`src/hdl/fmt_pkg.sv`:
```
// Shared types, constants and helper functions of the number to ASCII formatter.
package fmt_pkg;

    // Default depth of the command queue between front and back.
    localparam int FMT_QUEUE_DEPTH = 2;

    // Input mode codes.
    localparam logic [1:0] MODE_UNSIGNED = 2'd0;
    localparam logic [1:0] MODE_SIGNED   = 2'd1;
    localparam logic [1:0] MODE_HEX      = 2'd2;

    // Digit positions of the decimal sequence.
    localparam logic [2:0] POS_TEN_THOUSANDS = 3'd0;
    localparam logic [2:0] POS_THOUSANDS     = 3'd1;
    localparam logic [2:0] POS_HUNDREDS      = 3'd2;
    localparam logic [2:0] POS_TENS          = 3'd3;
    localparam logic [2:0] POS_UNITS         = 3'd4;

    // Character constants.
    localparam logic [7:0] CHAR_ZERO  = 8'h30;
    localparam logic [7:0] CHAR_A     = 8'h41;
    localparam logic [7:0] CHAR_MINUS = 8'h2D;
    localparam logic [7:0] CHAR_SPACE = 8'h20;
    localparam logic [3:0] NIBBLE_NINE = 4'h9;
    localparam logic [3:0] NIBBLE_TEN  = 4'hA;

    // One input beat.
    typedef struct packed {
        logic [1:0]  mode;
        logic [15:0] value;
    } fmt_in_t;

    // One result beat.
    typedef struct packed {
        logic [7:0] text_char;
        logic       last;
    } fmt_out_t;

    // Kind of work that the back end carries out.
    typedef enum logic [1:0] {
        KIND_DEC,
        KIND_SDEC,
        KIND_HEX
    } fmt_kind_t;

    // Classified command handed from front to back.
    typedef struct packed {
        fmt_kind_t   kind;
        logic [7:0]  sign_char;
        logic [15:0] num;
    } fmt_cmd_t;

    // Back end sequencer states.
    typedef enum logic [2:0] {
        ST_IDLE,
        ST_SIGN,
        ST_DEC,
        ST_HEX_HI,
        ST_HEX_LO
    } back_state_t;

    // Weight of a decimal position times a digit.
    function automatic logic [16:0] dec_multiple(input logic [2:0] pos, input logic [3:0] k);
        logic [16:0] w;
        begin
            case (pos)
                POS_TEN_THOUSANDS: w = 17'd10000;
                POS_THOUSANDS:     w = 17'd1000;
                POS_HUNDREDS:      w = 17'd100;
                POS_TENS:          w = 17'd10;
                default:           w = 17'd1;
            endcase
            dec_multiple = 17'(w * {13'd0, k});
        end
    endfunction

    // Uppercase hex character of a nibble.
    function automatic logic [7:0] hex_char(input logic [3:0] nibble);
        begin
            if (nibble <= NIBBLE_NINE) begin
                hex_char = CHAR_ZERO + {4'd0, nibble};
            end else begin
                hex_char = CHAR_A + {4'd0, nibble - NIBBLE_TEN};
            end
        end
    endfunction

endpackage

```
`src/hdl/fmt_front.sv`:
```
// Front end: takes input beats, classifies them and builds back end commands.
module fmt_front (
    input  logic              start,
    input  logic              busy,
    input  fmt_pkg::fmt_in_t  item,
    output logic              push,
    output fmt_pkg::fmt_cmd_t cmd
);
    import fmt_pkg::*;

    logic accept;

    assign accept = start && !busy;

    // Classify the mode and form the magnitude and sign character.
    always_comb
    begin
        push          = 1'b0;
        cmd.kind      = KIND_DEC;
        cmd.sign_char = CHAR_SPACE;
        cmd.num       = item.value;
        case (item.mode)
            MODE_UNSIGNED:
            begin
                push = accept;
            end
            MODE_SIGNED:
            begin
                push     = accept;
                cmd.kind = KIND_SDEC;
                if (item.value[15])
                begin
                    cmd.sign_char = CHAR_MINUS;
                    cmd.num       = 16'((~item.value) + 16'd1);
                end
            end
            MODE_HEX:
            begin
                push     = accept;
                cmd.kind = KIND_HEX;
                cmd.num  = {8'd0, item.value[7:0]};
            end
            default:
            begin
                // An undefined mode is taken and dropped.
                push = 1'b0;
            end
        endcase
    end

endmodule

```
`src/hdl/fmt_queue.sv`:
```
// Short command queue that decouples the front end from the back end.
module fmt_queue #(
    parameter int DEPTH = fmt_pkg::FMT_QUEUE_DEPTH
) (
    input  logic              clk,
    input  logic              rst_n,
    input  logic              push,
    input  fmt_pkg::fmt_cmd_t push_cmd,
    input  logic              pop,
    output logic              full,
    output logic              not_empty,
    output fmt_pkg::fmt_cmd_t head_cmd
);
    import fmt_pkg::*;

    localparam int PTR_W = (DEPTH > 1) ? $clog2(DEPTH) : 1;
    localparam int CNT_W = $clog2(DEPTH + 1);
    localparam logic [PTR_W-1:0] LAST_PTR = PTR_W'(DEPTH - 1);
    localparam logic [CNT_W-1:0] FULL_CNT = CNT_W'(DEPTH);

    fmt_cmd_t         entry_reg [DEPTH];
    logic [PTR_W-1:0] wr_ptr_reg, wr_ptr_next;
    logic [PTR_W-1:0] rd_ptr_reg, rd_ptr_next;
    logic [CNT_W-1:0] count_reg, count_next;
    logic             do_push, do_pop;

    assign full      = (count_reg == FULL_CNT);
    assign not_empty = (count_reg != '0);
    assign do_push   = push && !full;
    assign do_pop    = pop && not_empty;
    assign head_cmd  = entry_reg[rd_ptr_reg];

    // Pointer and fill count update.
    always_comb
    begin
        wr_ptr_next = wr_ptr_reg;
        rd_ptr_next = rd_ptr_reg;
        count_next  = count_reg;
        if (do_push)
        begin
            wr_ptr_next = (wr_ptr_reg == LAST_PTR) ? '0 : wr_ptr_reg + 1'b1;
        end
        if (do_pop)
        begin
            rd_ptr_next = (rd_ptr_reg == LAST_PTR) ? '0 : rd_ptr_reg + 1'b1;
        end
        if (do_push && !do_pop)
        begin
            count_next = count_reg + 1'b1;
        end else if (do_pop && !do_push)
        begin
            count_next = count_reg - 1'b1;
        end
    end

    always_ff @(posedge clk or negedge rst_n)
    begin
        if (!rst_n)
        begin
            wr_ptr_reg <= '0;
            rd_ptr_reg <= '0;
            count_reg  <= '0;
        end else
        begin
            wr_ptr_reg <= wr_ptr_next;
            rd_ptr_reg <= rd_ptr_next;
            count_reg  <= count_next;
        end
    end

    // Entry storage needs no reset.
    always_ff @(posedge clk)
    begin
        if (do_push)
        begin
            entry_reg[wr_ptr_reg] <= push_cmd;
        end
    end

endmodule

```
`src/hdl/fmt_back.sv`:
```
// Back end: sequences the characters of one command, one digit per cycle.
module fmt_back (
    input  logic              clk,
    input  logic              rst_n,
    input  logic              cmd_valid,
    input  fmt_pkg::fmt_cmd_t cmd,
    output logic              pop,
    output logic              result_valid,
    output fmt_pkg::fmt_out_t result
);
    import fmt_pkg::*;

    back_state_t state_reg, state_next;
    logic [15:0] num_reg, num_next;
    logic [2:0]  pos_reg, pos_next;
    logic        started_reg, started_next;
    logic [7:0]  sign_reg, sign_next;
    logic        result_valid_reg, result_valid_next;
    fmt_out_t    result_reg, result_next;

    logic [3:0]  digit;
    logic [15:0] remainder;
    logic        show;

    // Digit of the current position by parallel compares against its multiples.
    always_comb
    begin
        digit = 4'd0;
        for (int k = 1; k <= 9; k++)
        begin
            if ({1'b0, num_reg} >= dec_multiple(pos_reg, 4'(k)))
            begin
                digit = 4'(k);
            end
        end
        remainder = 16'({1'b0, num_reg} - dec_multiple(pos_reg, digit));
        show      = (digit != 4'd0) || started_reg || (pos_reg >= POS_TENS);
    end

    // Next state.
    always_comb
    begin
        state_next = state_reg;
        case (state_reg)
            ST_IDLE:
            begin
                if (cmd_valid)
                begin
                    if (cmd.kind == KIND_HEX)
                    begin
                        state_next = ST_HEX_HI;
                    end else if (cmd.kind == KIND_SDEC)
                    begin
                        state_next = ST_SIGN;
                    end else
                    begin
                        state_next = ST_DEC;
                    end
                end
            end
            ST_SIGN:   state_next = ST_DEC;
            ST_DEC:
            begin
                if (pos_reg == POS_UNITS)
                begin
                    state_next = ST_IDLE;
                end
            end
            ST_HEX_HI: state_next = ST_HEX_LO;
            ST_HEX_LO: state_next = ST_IDLE;
            default:   state_next = ST_IDLE;
        endcase
    end

    // Outputs and datapath updates.
    always_comb
    begin
        pop                   = 1'b0;
        num_next              = num_reg;
        pos_next              = pos_reg;
        started_next          = started_reg;
        sign_next             = sign_reg;
        result_valid_next     = 1'b0;
        result_next.text_char = result_reg.text_char;
        result_next.last      = result_reg.last;
        case (state_reg)
            ST_IDLE:
            begin
                if (cmd_valid)
                begin
                    pop          = 1'b1;
                    num_next     = cmd.num;
                    pos_next     = POS_TEN_THOUSANDS;
                    started_next = 1'b0;
                    sign_next    = cmd.sign_char;
                end
            end
            ST_SIGN:
            begin
                result_valid_next     = 1'b1;
                result_next.text_char = sign_reg;
                result_next.last      = 1'b0;
            end
            ST_DEC:
            begin
                result_valid_next     = show;
                result_next.text_char = CHAR_ZERO + {4'd0, digit};
                result_next.last      = (pos_reg == POS_UNITS);
                num_next              = remainder;
                started_next          = show;
                pos_next              = pos_reg + 3'd1;
            end
            ST_HEX_HI:
            begin
                result_valid_next     = 1'b1;
                result_next.text_char = hex_char(num_reg[7:4]);
                result_next.last      = 1'b0;
            end
            ST_HEX_LO:
            begin
                result_valid_next     = 1'b1;
                result_next.text_char = hex_char(num_reg[3:0]);
                result_next.last      = 1'b1;
            end
            default:
            begin
                result_valid_next = 1'b0;
            end
        endcase
    end

    always_ff @(posedge clk or negedge rst_n)
    begin
        if (!rst_n)
        begin
            state_reg        <= ST_IDLE;
            result_valid_reg <= 1'b0;
        end else
        begin
            state_reg        <= state_next;
            result_valid_reg <= result_valid_next;
        end
    end

    // Datapath registers need no reset.
    always_ff @(posedge clk)
    begin
        num_reg     <= num_next;
        pos_reg     <= pos_next;
        started_reg <= started_next;
        sign_reg    <= sign_next;
        result_reg  <= result_next;
    end

    assign result_valid = result_valid_reg;
    assign result       = result_reg;

    // The decimal position never runs past the units digit.
    assert property (@(posedge clk) disable iff (!rst_n)
        (state_reg == ST_DEC) |-> (pos_reg <= POS_UNITS))
        else $error("decimal position out of range");

    // By the tens digit the remaining value is below one hundred.
    assert property (@(posedge clk) disable iff (!rst_n)
        (state_reg == ST_DEC && pos_reg == POS_TENS) |-> (num_reg < 16'd100))
        else $error("remainder too large at tens digit");

    // A command is taken only while the sequencer is idle.
    assert property (@(posedge clk) disable iff (!rst_n)
        pop |-> (state_reg == ST_IDLE && cmd_valid))
        else $error("command popped while busy");

    // The last character of a run returns the sequencer to idle.
    assert property (@(posedge clk) disable iff (!rst_n)
        (result_valid_next && result_next.last) |=> (state_reg == ST_IDLE))
        else $error("run ended without returning to idle");

endmodule

```
`src/hdl/number_to_ascii_formatter_unit.sv`:
```
// Top level of the number to ASCII formatter: front end, command queue and back end.
//
// Usage:
//   A beat on the input channel is taken at a rising edge where start is high
//   and busy is low. item.mode selects unsigned decimal, signed decimal with a
//   leading '-' or space, or the low byte as two uppercase hex digits; an
//   undefined mode is taken and yields no characters.
//   Each character leaves on result for exactly one cycle, marked by
//   result_valid, with result.last set on the final character of a run. The
//   receiver cannot stall, so no back pressure reaches the result side.
//   Path: an input beat is written into the command queue, the idle back end
//   pops it into its state and datapath registers, and the first character
//   is then registered onto result; each suppressed leading digit of an
//   unsigned decimal item delays it further.
//   Sequencing: the back end takes a command in its idle state, then one step
//   per decimal position (five) after a sign step for a signed item, or the
//   ST_HEX_HI and ST_HEX_LO steps for hex; suppressed zeros still take a step.
//   A new command is taken only when idle; busy rises only when the queue is full.
//   Reset clears the queue and returns the sequencer to idle; no character
//   is in flight afterwards.
module number_to_ascii_formatter_unit #(
    parameter int QUEUE_DEPTH = fmt_pkg::FMT_QUEUE_DEPTH
) (
    input  logic              clk,
    input  logic              rst_n,
    input  logic              start,
    output logic              busy,
    input  fmt_pkg::fmt_in_t  item,
    output logic              result_valid,
    output fmt_pkg::fmt_out_t result
);
    import fmt_pkg::*;

    logic     push;
    fmt_cmd_t push_cmd;
    logic     pop;
    logic     q_full;
    logic     q_not_empty;
    fmt_cmd_t head_cmd;

    assign busy = q_full;

    fmt_front u_front (
        .start (start),
        .busy  (busy),
        .item  (item),
        .push  (push),
        .cmd   (push_cmd)
    );

    fmt_queue #(
        .DEPTH (QUEUE_DEPTH)
    ) u_queue (
        .clk       (clk),
        .rst_n     (rst_n),
        .push      (push),
        .push_cmd  (push_cmd),
        .pop       (pop),
        .full      (q_full),
        .not_empty (q_not_empty),
        .head_cmd  (head_cmd)
    );

    fmt_back u_back (
        .clk          (clk),
        .rst_n        (rst_n),
        .cmd_valid    (q_not_empty),
        .cmd          (head_cmd),
        .pop          (pop),
        .result_valid (result_valid),
        .result       (result)
    );

endmodule
```
`config.mk`:
```
export PLATFORM = sky130hd
export DESIGN_NAME = number_to_ascii_formatter_unit
export DESIGN_NICKNAME = d
export VERILOG_FILES = /design/src/hdl/fmt_pkg.sv /design/src/hdl/fmt_front.sv /design/src/hdl/fmt_queue.sv /design/src/hdl/fmt_back.sv /design/src/hdl/number_to_ascii_formatter_unit.sv
export SDC_FILE = /design/constraint.sdc
export NUM_CORES = 1
export LEC_CHECK = 0
export ABC_AREA = 0
export BUFFER_PORTS_ARGS = -buffer_cell sky130_fd_sc_hd__buf_2
export CAP_MARGIN = 20
export CORE_AREA = 2 2 131 145
export CTS_BUF_LIST = sky130_fd_sc_hd__clkbuf_16
export DETAILED_ROUTE_END_ITERATION = 8
export DIE_AREA = 0 0 133 147
export MAX_ROUTING_LAYER = met4
export PLACE_DENSITY = 0.87
export SYNTH_ARGS = -nofsm -noshare
export SYNTH_HDL_FRONTEND = slang
export SYNTH_HIERARCHICAL = 1
export SYNTH_SLANG_ARGS = --single-unit
```
`constraint.sdc`:
```
create_clock -name clk -period 22.1 [get_ports clk]
set_input_delay 4.42 -clock clk [delete_from_list [all_inputs] [get_ports clk]]
set_output_delay 4.42 -clock clk [all_outputs]
set_load 0.01 [all_outputs]
```
* After elaboration in Yosys (flattened, before gate mapping)
Memories as Yosys holds them, arrays and structs flattened.
Index checks and enable logic that the tools add are counted.
** Cells by class
- Add/sub/neg operators :: 14
- Multipliers :: 6
- Magnitude comparators :: 12
- Equal/unequal tests :: 15
- Multiplexer cells :: 38
- Bitwise operators :: 1
- Reduce and logical (&&, ||, !) cells :: 23
** Operators with widths (number)
- $ge 16x17->1 :: 6
- $pmux 16 s2 :: 2
- $pmux 14 s4 :: 1
- $pmux 9 s4 :: 1
- $mul 14x3->17 const B :: 2
- $mul 14x2->16 const B :: 2
- $mux 3 :: 8
- $add 6x4->7 const A :: 3
- $mux 20 :: 1
- $mul 14x4->17 const B :: 1
- $add 16x1->16 const B :: 1
- $add 7x4->8 const A :: 2
- $ge 16x14->1 :: 1
- $ge 16x15->1 :: 1
- $ge 16x16->1 :: 1
- $mul 14x4->16 :: 1
- $mux 16 :: 1
- $mux 8 :: 2
- $not 16->16 :: 1
- $sub 16x16->16 :: 1
- $eq 3x2->1 const B :: 4
- $mux 4 :: 3
- $pmux 3 s4 :: 1
- $mux 2 :: 5
- 26 further kinds :: 57
** Word-level totals
- Register bits :: 45
- Bits in writable memories :: 44
- Input bits :: 21
- Output and inout port bits :: 11
- Word-level logic and storage cells :: 121
- Memories :: 1
** Memory list
- u_queue.entry_reg :: depth 2, width 22, read ports 1, clocked after Yosys merged registers in 0, wr ports 1, line fmt_queue.sv:21 : fmt_cmd_t entry_reg [DEPTH];

* Depth between registers and ports, before layout
Gate-level depths: netlist of run 1.
- Word-level depth :: 16
- Depth in mapped cells :: 47
- Mapped depth without buffers :: 45

* Cells and area by module
Netlist of run 1, hierarchy kept.
** By module, submodules not included
- fmt_back :: times used 1, cells an instance 927, area an instance 7867.5 µm², sequential area each 1211.2 µm²
- fmt_queue :: times used 1, cells an instance 100, area an instance 2177.1 µm², sequential area each 1661.6 µm²
- fmt_front :: times used 1, cells an instance 95, area an instance 630.6 µm², sequential area each 0.0 µm²

* Least setup slack after synthesis of run 1
OpenSTA, ideal clock, no wires.
- Path type :: reg2reg
- Start :: register u_back.pos_reg[0]
- End :: register u_back.num_reg[15] (data pin)
- Library setup time :: 152 ps
- Arrival :: 9807 ps
- Required time :: 21948 ps
- Setup slack :: 12142 ps
- Stages on the path, launching flop included :: 47
- Buffers on the path :: 2
- Period minus slack after synthesis :: 9958 ps
- Cells stage by stage :: edfxtp_1 -> inv_1 -> ha_1 -> nand2b_1 -> buf_4 -> inv_2 -> nor2_1 -> nand2_2 -> nand2_2 -> inv_2 -> nor2_2 -> inv_1 -> ha_1 -> ha_1 -> a21oi_1 -> nor2_1 -> o311a_1 -> o21ai_0 -> (+11 left out) -> inv_1 -> nand2_1 -> inv_1 -> fa_1 -> inv_1 -> fa_1 -> inv_1 -> fa_1 -> inv_1 -> ha_1 -> clkdlybuf4s50_2 -> nand3_1 -> nand2_1 -> a41o_1 -> or4_1 -> a31o_1 -> a21o_1 -> a31oi_1
** On the way
- Word-level cells in the longest chain between the ends :: 15
- Elaborated cells on any way between the ends :: 31
- Those cells by class :: add/sub: 1; mul: 6; order compare: 9; eq/ne: 3; mux: 11; reduce/logical: 1
** RTL lines
- start: declaration :: line fmt_back.sv:15 : logic [2:0] pos_reg, pos_next;
- start signal: assignment :: line fmt_back.sv:149 : pos_reg <= pos_next;
- $eq 3x2->1 (tied with other cells) :: line fmt_pkg.sv:66 : case (pos)
- $pmux 14 s4 * :: line fmt_pkg.sv:66
- parallel branches: the longest is 10 deep, another holds $ge 16x17->1
- $mul 14x4->16 * :: line fmt_pkg.sv:73 : dec_multiple = 17'(w * {13'd0, k});
- $sub 16x16->16 * :: line fmt_back.sv:36 : remainder = 16'({1'b0, num_reg} - dec_multiple(pos_reg, digit));
- $pmux 16 s2 * :: line fmt_back.sv:86 : case (state_reg)
- net u_back.num_next[15] :: line fmt_back.sv:14 : logic [15:0] num_reg, num_next;
- end signal: assignment :: line fmt_back.sv:148 : num_reg <= num_next;
- end: declaration :: line fmt_back.sv:14
Mark *: on every way through the listed nets, which the timed path passes.
A chain may end at the register's enable or synchronous reset.

* Worst setup path after layout of run 1
Same ends and word-level chain as after synthesis.

==> results by group, run 1 <==
Clock tree
  – CTS clk-pin slew, worst paths: 0.07 ns
  – Clock sink total: 97
  – Setup Buffers After CTS: 0
  – CTS buffer count: 9
  – Max Buffers Root-to-Sink: 2
  – Root buffer cell: clkbuf_16
  – CTS hold repair buffers: 0
  – CTS tree: done
  – Post-cts resize count: 0
  – Worst skew pair latency: 0.33 ns
  – Max H-tree Level: 3

Yosys
  – Most common flop cell mapped by yosys: edfxtp_1
  – Post-Syn Area: 0.0107 mm^2
  – Post-synth EDFFs: 89
  – Synth Warn #: 6
  – Cells after Synth: 1122
  – Async set-or-reset flop fraction in the synthesized netlist: 0.0825
  – Yosys reg bits: 97
  – Post-synthesis sequential area ratio: 0.269
  – Avg Inst Size Synth: 9.51 um^2
  – Count of different cell masters after synthesis: 84

Global route
  – Grt ovf: 0
  – Largest net degree at the start of global routing: 39
  – Vias in the first global route: 8921
  – GRT Overall Usage: 0.282
  – First-pass GRT wire length: 42700 um
  – Initial antenna violation count: 0

Critical path
  – Critical path capture point type: register
  – Crit-path max FO: 13
  – Cell family with most CP delay: compound AO/OA/AOI/OAI gates
  – Critical path type: reg2reg
  – Critical Path Start Type: register
  – CP required: 22.28 ns
  – Cell depth of the worst setup path: 44
  – Critical Path AT: 12.72 ns
  – Buffers and inverters on the worst path: 7
  – CP max stage delay: 0.81 ns
  – R2R depth: 44
  – Slowest cell on crit path: nor2_1

Place
  – Cells after DPL: 1380
  – Gp weighted congestion: 1.02
  – IO Port Bufs: 31
  – Post-DP HPWL: 20100 um

Routing
  – Vias: 8631
  – Vias per cell: 6.18
  – Post-Route WL: 26100 um
  – Final ANT Viol Nets: 0
  – DRC viols: 0
  – Routed wire per std cell: 18.7 um
  – Initial drt markers: 854
  – TritonRoute pass-1 iters: 7

Timing
  – Actual slew at the worst max-slew pin: 0.957 ns
  – Hold Slack: 0.532 ns
  – Fin. Hold Viols: 0
  – Worst slew margin: 0.359
  – Period minus WS final: 12.53 ns
  – Final setup fails: 0
  – Setup TNS: 0 ns
  – RSZ-0062 raised after global routing: no
  – Post-route clock period utilization: 0.567
  – Fmax: 0.0798 GHz
  – Clock skew: 0.00631 ns
  – Max-slew violations: 0

Layout
  – FILL cells: 1400
  – Final net count: 1390
  – Layout cells sized above 1: 0.0962
  – Fin cells: 1397
  – Most frequent cells in the layout: ha_1 (180), inv_1 (144), edfxtp_1 (89), nor2_1 (76), nand2_1 (75)
  – Reg area: 0.00287 mm^2
  – Ant. Diodes: 0
  – Largest register FFs: 52
  – Area grow syn2layout: 6.01%
  – Area occupied by multi-input gates: 0.00708 mm^2
  – Most common cell after layout, fill and taps aside: ha_1

Floorplan
  – Die area: 0.0196 mm^2
  – Effective utilization at floorplan: 0.588
  – Die width: 133 um
  – Core area: 0.0182 mm^2
  – Ports: 32
  – Rows: 52
  – Die height: 147 um

Worst hold path
  – Worst hold path class: reg2reg
  – Hold depth: 1

Flow run
  – Max-capacitance violation count: 0

Outcome
  – Status: complete, no violations
-- metal layers --
layer	part of all wire	track usage	up-vias
li1	-	-	4044
met1	0.38	0.314	4047
met2	0.50	0.487	407
met3	0.059	0.0297	133
met4	0.061	0.176	0
met5	0	-	-
-- per-stage QoR --
step,cell area (um^2),setup slack (ns),util
2_1_floorplan,10700,12.14,-
3_3_place_gp,11000,10.32,0.606
3_5_place_dp,11000,10.01,0.606
4_1_cts,11300,9.95,0.622
5_1_grt,11300,8.95,0.623
6_report,11300,9.57,0.623
-- final timing paths --
kind,start,endpoint,slack (ns)
setup / recovery,u_back/pos_reg[0]$_SDFFCE_PN0P_,u_back/num_reg[15]$_DFFE_PP_,9.57
setup reg to reg,u_back/pos_reg[0]$_SDFFCE_PN0P_,u_back/num_reg[15]$_DFFE_PP_,9.57
hold reg to reg,u_queue/count_reg[0]$_DFFE_PN0P_,u_queue/count_reg[0]$_DFFE_PN0P_,0.53
min in group asynchronous,rst_n,u_queue/count_reg[1]$_DFFE_PN0P_,3.92
max in group asynchronous,rst_n,u_back/state_reg[2]$_DFFE_PN0P_,18.00
hold / removal,u_queue/count_reg[0]$_DFFE_PN0P_,u_queue/count_reg[0]$_DFFE_PN0P_,0.53
-- synth_stat cells, drive strengths merged, types with 11 or more instances --
cell type / n / area, um^2
nor3: 16 / 80.1
xnor2: 37 / 324
buf: 18 / 161
o21ai: 71 / 359
nand2b: 16 / 108
a21oi: 63 / 319
a31oi: 16 / 100
fa: 40 / 801
inv: 145 / 544
xor2: 19 / 166
nand3: 25 / 125
a211oi: 11 / 82.6
a21o: 21 / 161
nand2: 80 / 313
mux2: 29 / 398
ha: 180 / 2250
edfxtp: 89 / 2670
nor2: 78 / 295
nor2b: 11 / 68.8
-- cell type report --
class                      instances  share of cell area
tap                              243              0.0269
sequential                        97               0.254
inverter                         145              0.0481
timing repair buffer              37              0.0195
clock inverter                     7             0.00619
multi-input combinational        859               0.626
clock buffer                       9              0.0199
-- kinds of logic (layout without fill, tap and decap cells) --
kind of cell               Yosys count  count (layout)  share of synthesized area
and+or+nand+nor                    294             294                      0.138
AOI/OAI and AO/OA                  249             249                      0.150
adders and majority gates          220             220                      0.286
buffers and inverters              170             198                     0.0693
DFF                                 97              97                      0.269
xor gates and xnor gates            56              56                     0.0459
muxes                               32              32                     0.0401
other                                4               8                    0.00141
Power of run 1 is left out: the tool's default activity adds up to more than one toggle a clock period on the data nets, which glitch-free logic cannot reach.
==> inputs of run 2 (changes only) <==
CORE_AREA = 2 2 132 147   (was 2 2 131 145)
DIE_AREA = 0 0 134 149   (was 0 0 133 147)
PLACE_DENSITY = 0.89   (was 0.87)
clock period = 10.95 ns   (was 22.1 ns; I/O delays follow)
==> results by group, run 2 (synthesis gave the netlist of run 1 again) <==
Floorplan
  – Effective utilization at floorplan: 0.573
  – Rows: 53
  – Core area: 0.0186 mm^2
  – Ports: 32
  – Die area: 0.0200 mm^2
  – Die width: 134 um
  – Die height: 149 um

Timing
  – Fmax: 0.0971 GHz
  – Max-slew violations: 0
  – Worst slew margin: 0.336
  – Final setup fails: 0
  – Clock skew: 0.0105 ns
  – Setup TNS: 0 ns
  – Period minus WS final: 10.29 ns
  – Actual slew at the worst max-slew pin: 0.997 ns
  – RSZ-0062 raised after global routing: no
  – Post-route clock period utilization: 0.940
  – Fin. Hold Viols: 0

Flow run
  – Max-capacitance violation count: 0

Worst hold path
  – Worst hold path class: reg2reg

Layout
  – Final net count: 1395
  – Ant. Diodes: 0
  – Area grow syn2layout: 6.48%
  – Post-layout instance area: 0.0114 mm^2
  – Most frequent cells in the layout: ha_1 (179), inv_1 (142), edfxtp_1 (89), nand2_1 (75), nor2_1 (75)
  – Most common cell after layout, fill and taps aside: ha_1
  – Fin util: 0.610
  – Largest register FFs: 52
  – Layout cells sized above 1: 0.103

Place
  – IO Port Bufs: 31
  – Post-DP HPWL: 19500 um
  – Gp weighted congestion: 1.02
  – DP Area: 0.0110 mm^2

Global route
  – Grt ovf: 0
  – Largest net degree at the start of global routing: 32
  – First-pass GRT wire length: 41200 um
  – GRT Overall Usage: 0.267
  – Initial antenna violation count: 0
  – Vias in the first global route: 8483

Routing
  – DRC viols: 0
  – Post-Route WL: 25600 um
  – Vias per cell: 6.09
  – Metal3 WL: 1240 um
  – Final ANT Viol Nets: 0
  – Initial drt markers: 643
  – TritonRoute pass-1 iters: 6
  – Routed length on met2: 12600 um
  – Top routing layer used: met4
  – Routed wire per std cell: 18.2 um
  – Vias: 8566
  – Met1 Routed Length: 10100 um

Clock tree
  – CTS clk-pin slew, worst paths: 0.07 ns
  – Clock sink total: 97
  – CTS tree: done
  – Worst skew pair latency: 0.34 ns
  – Root buffer cell: clkbuf_16
  – CTS buffer count: 9
  – Max H-tree Level: 3
  – Max Buffers Root-to-Sink: 2
  – CTS hold repair buffers: 0

Critical path
  – Slowest cell on crit path: fa_1
  – Critical Path Start Type: register
  – Worst R2R Setup Slack: 0.66 ns
  – Critical Path AT: 10.48 ns
  – Crit-path max FO: 12
  – CP max stage delay: 0.51 ns
  – Critical path type: reg2reg
  – CP required: 11.14 ns
  – Critical path capture point type: register
  – Most used cell, CP: ha_1

Outcome
  – Status: complete, no violations
-- run 2: final timing paths --
kind	cells past startpoint	from	to
worst max-delay path	44	u_back/pos_reg[0]$_SDFFCE_PN0P_	u_back/num_reg[15]$_DFFE_PP_
worst min-delay path	1	u_queue/wr_ptr_reg$_DFFE_PN0N_	u_queue/wr_ptr_reg$_DFFE_PN0N_
worst max register to register	44	u_back/pos_reg[0]$_SDFFCE_PN0P_	u_back/num_reg[15]$_DFFE_PP_
worst min register to register	1	u_queue/wr_ptr_reg$_DFFE_PN0N_	u_queue/wr_ptr_reg$_DFFE_PN0N_
max in group asynchronous	1	rst_n	u_queue/count_reg[1]$_DFFE_PN0P_
min in group asynchronous	1	rst_n	u_back/state_reg[0]$_DFFE_PN0P_
-- run 2: critical path: cells and delay by family, from the launching register on --
family,cells,cell delay (ns)
AO/OA/AOI/OAI,18,3.82
XOR/XNOR,1,0.14
adder cells (fa/ha/maj),8,3.00
buffers and inverters,7,1.09
flip-flops,1,0.43
AND/OR/NAND/NOR,10,1.63
-- run 2: per-layer routing --
metal  vias to the layer above  track usage
li1                       4049            -
met1                      4050        0.305
met2                       343        0.459
met3                       124       0.0245
met4                         0        0.158
met5                         -            -
-- run 2: area by class of cell --
cell class,instances,area (um^2)
fillers,1455,7270
multi-input cells,859,7100
flip-flops and latches,97,2870
inverters,145,544
well taps,247,309
repair buffers,42,258
clock buffers,9,225
clock inverters,7,60.1
-- run 2: metrics by stage --
step,setup slack [ns],hold WS (ns),std cells
finish,0.656,0.515,1406
global route,0.00588,0.560,1406
CTS,0.529,0.520,1402
detailed placement,0.599,0.507,1386
global placement,0.925,0.473,1386
floorplan,0.992,0.456,1126
-- run 2: repair_timing --
item / in CTS / in global routing
setup buffers: 0 / 3
gates resized for setup: 0 / 5
endpoints found under the setup margin: 0 / 4
Power of run 2 is left out for the same reason.
==> inputs of run 3 (changes only) <==
CORE_AREA = 2 2 159 177   (was 2 2 132 147)
DIE_AREA = 0 0 161 179   (was 0 0 134 149)
PLACE_DENSITY = 0.68   (was 0.89)
TNS_END_PERCENT = 1   (was unset)
==> results by group, run 3 (synthesis gave the netlist of run 1 again) <==
Outcome
  – Status: complete, no violations

Clock tree
  – Max Buffers Root-to-Sink: 2
  – CTS tree: done
  – Root buffer cell: clkbuf_16
  – CTS hold repair buffers: 0
  – Worst skew pair latency: 0.34 ns
  – CTS clk-pin slew, worst paths: 0.08 ns
  – Clock sink total: 97
  – Max H-tree Level: 3
  – CTS buffer count: 9

Critical path
  – Critical path type: reg2reg
  – Critical Path AT: 10.33 ns
  – Crit-path max FO: 11
  – Reg-to-reg startpoint: u_back/pos_reg[0]$_SDFFCE_PN0P_
  – Worst R2R Setup Slack: 0.82 ns
  – Slowest cell on crit path: fa_1
  – Critical path capture point type: register
  – Cell family with most CP delay: adder cells
  – CP required: 11.15 ns
  – Critical Path Start Type: register
  – R2R depth: 43
  – Most used cell, CP: ha_1
  – Buffers and inverters on the worst path: 6
  – CP max stage delay: 0.55 ns
  – Reg-to-Reg End: u_back/num_reg[15]$_DFFE_PP_

Floorplan
  – Die area: 0.0288 mm^2
  – Die width: 161 um
  – Effective utilization at floorplan: 0.392
  – Ports: 32
  – Die height: 179 um
  – Core area: 0.0272 mm^2
  – Rows: 64

Global route
  – GRT Overall Usage: 0.185
  – Largest net degree at the start of global routing: 38
  – Vias in the first global route: 8401
  – First-pass GRT wire length: 41800 um
  – Grt ovf: 0
  – Initial antenna violation count: 0

Layout
  – Layout cells sized above 1: 0.106
  – Fin cells: 1524
  – Most common cell after layout, fill and taps aside: ha_1
  – Ant. Diodes: 0
  – Post-layout instance area: 0.0115 mm^2
  – Most frequent cells in the layout: ha_1 (179), inv_1 (141), edfxtp_1 (89), nand2_1 (75), nor2_1 (75)
  – FILL cells: 2705
  – Final net count: 1397
  – Area grow syn2layout: 7.90%
  – Largest register FFs: 52

Timing
  – Fin. Hold Viols: 0
  – RSZ-0062 raised after global routing: no
  – Actual slew at the worst max-slew pin: 1.07 ns
  – Max-slew violations: 0
  – Clock skew: 0.0111 ns
  – Post-route clock period utilization: 0.925
  – Hold Slack: 0.492 ns
  – Worst slew margin: 0.272
  – Final setup fails: 0
  – Fmax: 0.0987 GHz
  – Period minus WS final: 10.13 ns
  – Setup TNS: 0 ns

Place
  – DP Area: 0.0112 mm^2
  – Gp weighted congestion: 0.957
  – IO Port Bufs: 31
  – Cells after DPL: 1505
  – Post-DP HPWL: 20000 um

Routing
  – Routed wire per std cell: 16.4 um
  – Post-Route WL: 25100 um
  – TritonRoute pass-1 iters: 5
  – Initial drt markers: 486
  – Vias per cell: 5.41
  – DRC viols: 0
  – Vias: 8252
  – Final ANT Viol Nets: 0

Worst hold path
  – Min-delay src: u_queue/count_reg[1]$_DFFE_PN0P_
  – Hold EP: u_queue/count_reg[1]$_DFFE_PN0P_
  – Hold depth: 1
  – Worst hold path class: reg2reg

Flow run
  – Max-capacitance violation count: 0
-- run 3: changes by cell type in the layout (fill, tap and decap cells not counted), sizes merged --
cell / change
inv: -1
clkinv: +1
buf: +2
-- run 3: area by class of cell --
type                            instances  area (um^2)  share of cell area
Sequential cell                        97         2870               0.249
Inverter                              145          548              0.0476
Multi-Input combinational cell        859         7100               0.616
Tap cell                              363          454              0.0394
Clock buffer                            9          225              0.0196
Clock inverter                          7         68.8             0.00597
Timing Repair Buffer                   44          253              0.0219
-- run 3: how the worst max path moves through the flow --
stage | endpoint | slack, ns | from | cells after the start
after global placement | u_back/num_reg[15]$_DFFE_PP_ | 0.98 | u_back/pos_reg[0]$_SDFFCE_PN0P_ | 41
after detailed placement | u_back/num_reg[15]$_DFFE_PP_ | 0.69 | u_back/pos_reg[0]$_SDFFCE_PN0P_ | 43
after floorplan | u_back/num_reg[15]$_DFFE_PP_ | 0.99 | u_back/pos_reg[0]$_SDFFCE_PN0P_ | 46
final | u_back/num_reg[15]$_DFFE_PP_ | 0.82 | u_back/pos_reg[0]$_SDFFCE_PN0P_ | 43
after global routing | u_back/num_reg[15]$_DFFE_PP_ | 0.005 | u_back/pos_reg[0]$_SDFFCE_PN0P_ | 44
after CTS | u_back/num_reg[15]$_DFFE_PP_ | 0.60 | u_back/pos_reg[0]$_SDFFCE_PN0P_ | 43
-- run 3: routing by layer --
layer | track usage | up-vias | routed length (um)
met2 | 0.318 | 204 | 12100
met3 | 0.0157 | 76 | 1020
li1 | - | 4059 | -
met1 | 0.221 | 3913 | 10700
met5 | - | - | 0
met4 | 0.0889 | 0 | 1170
-- run 3: timing repair --
| action | 4_1_cts | 5_1_grt |
|---|---|---|
| setup endpoints to repair | 0 | 3 |
| endpoints found under the hold margin | 0 | 0 |
| gates resized for setup | 0 | 6 |
| buffers inserted | 0 | 3 |
-- run 3: through the flow --
stage | utilization | setup WS [ns]
3_5_place_dp | 0.411 | 0.694
4_1_cts | 0.422 | 0.597
3_3_place_gp | 0.411 | 0.977
5_1_grt | 0.423 | 0.00548
6_report | 0.423 | 0.817
2_1_floorplan | - | 0.992
Power of run 3 is left out for the same reason.
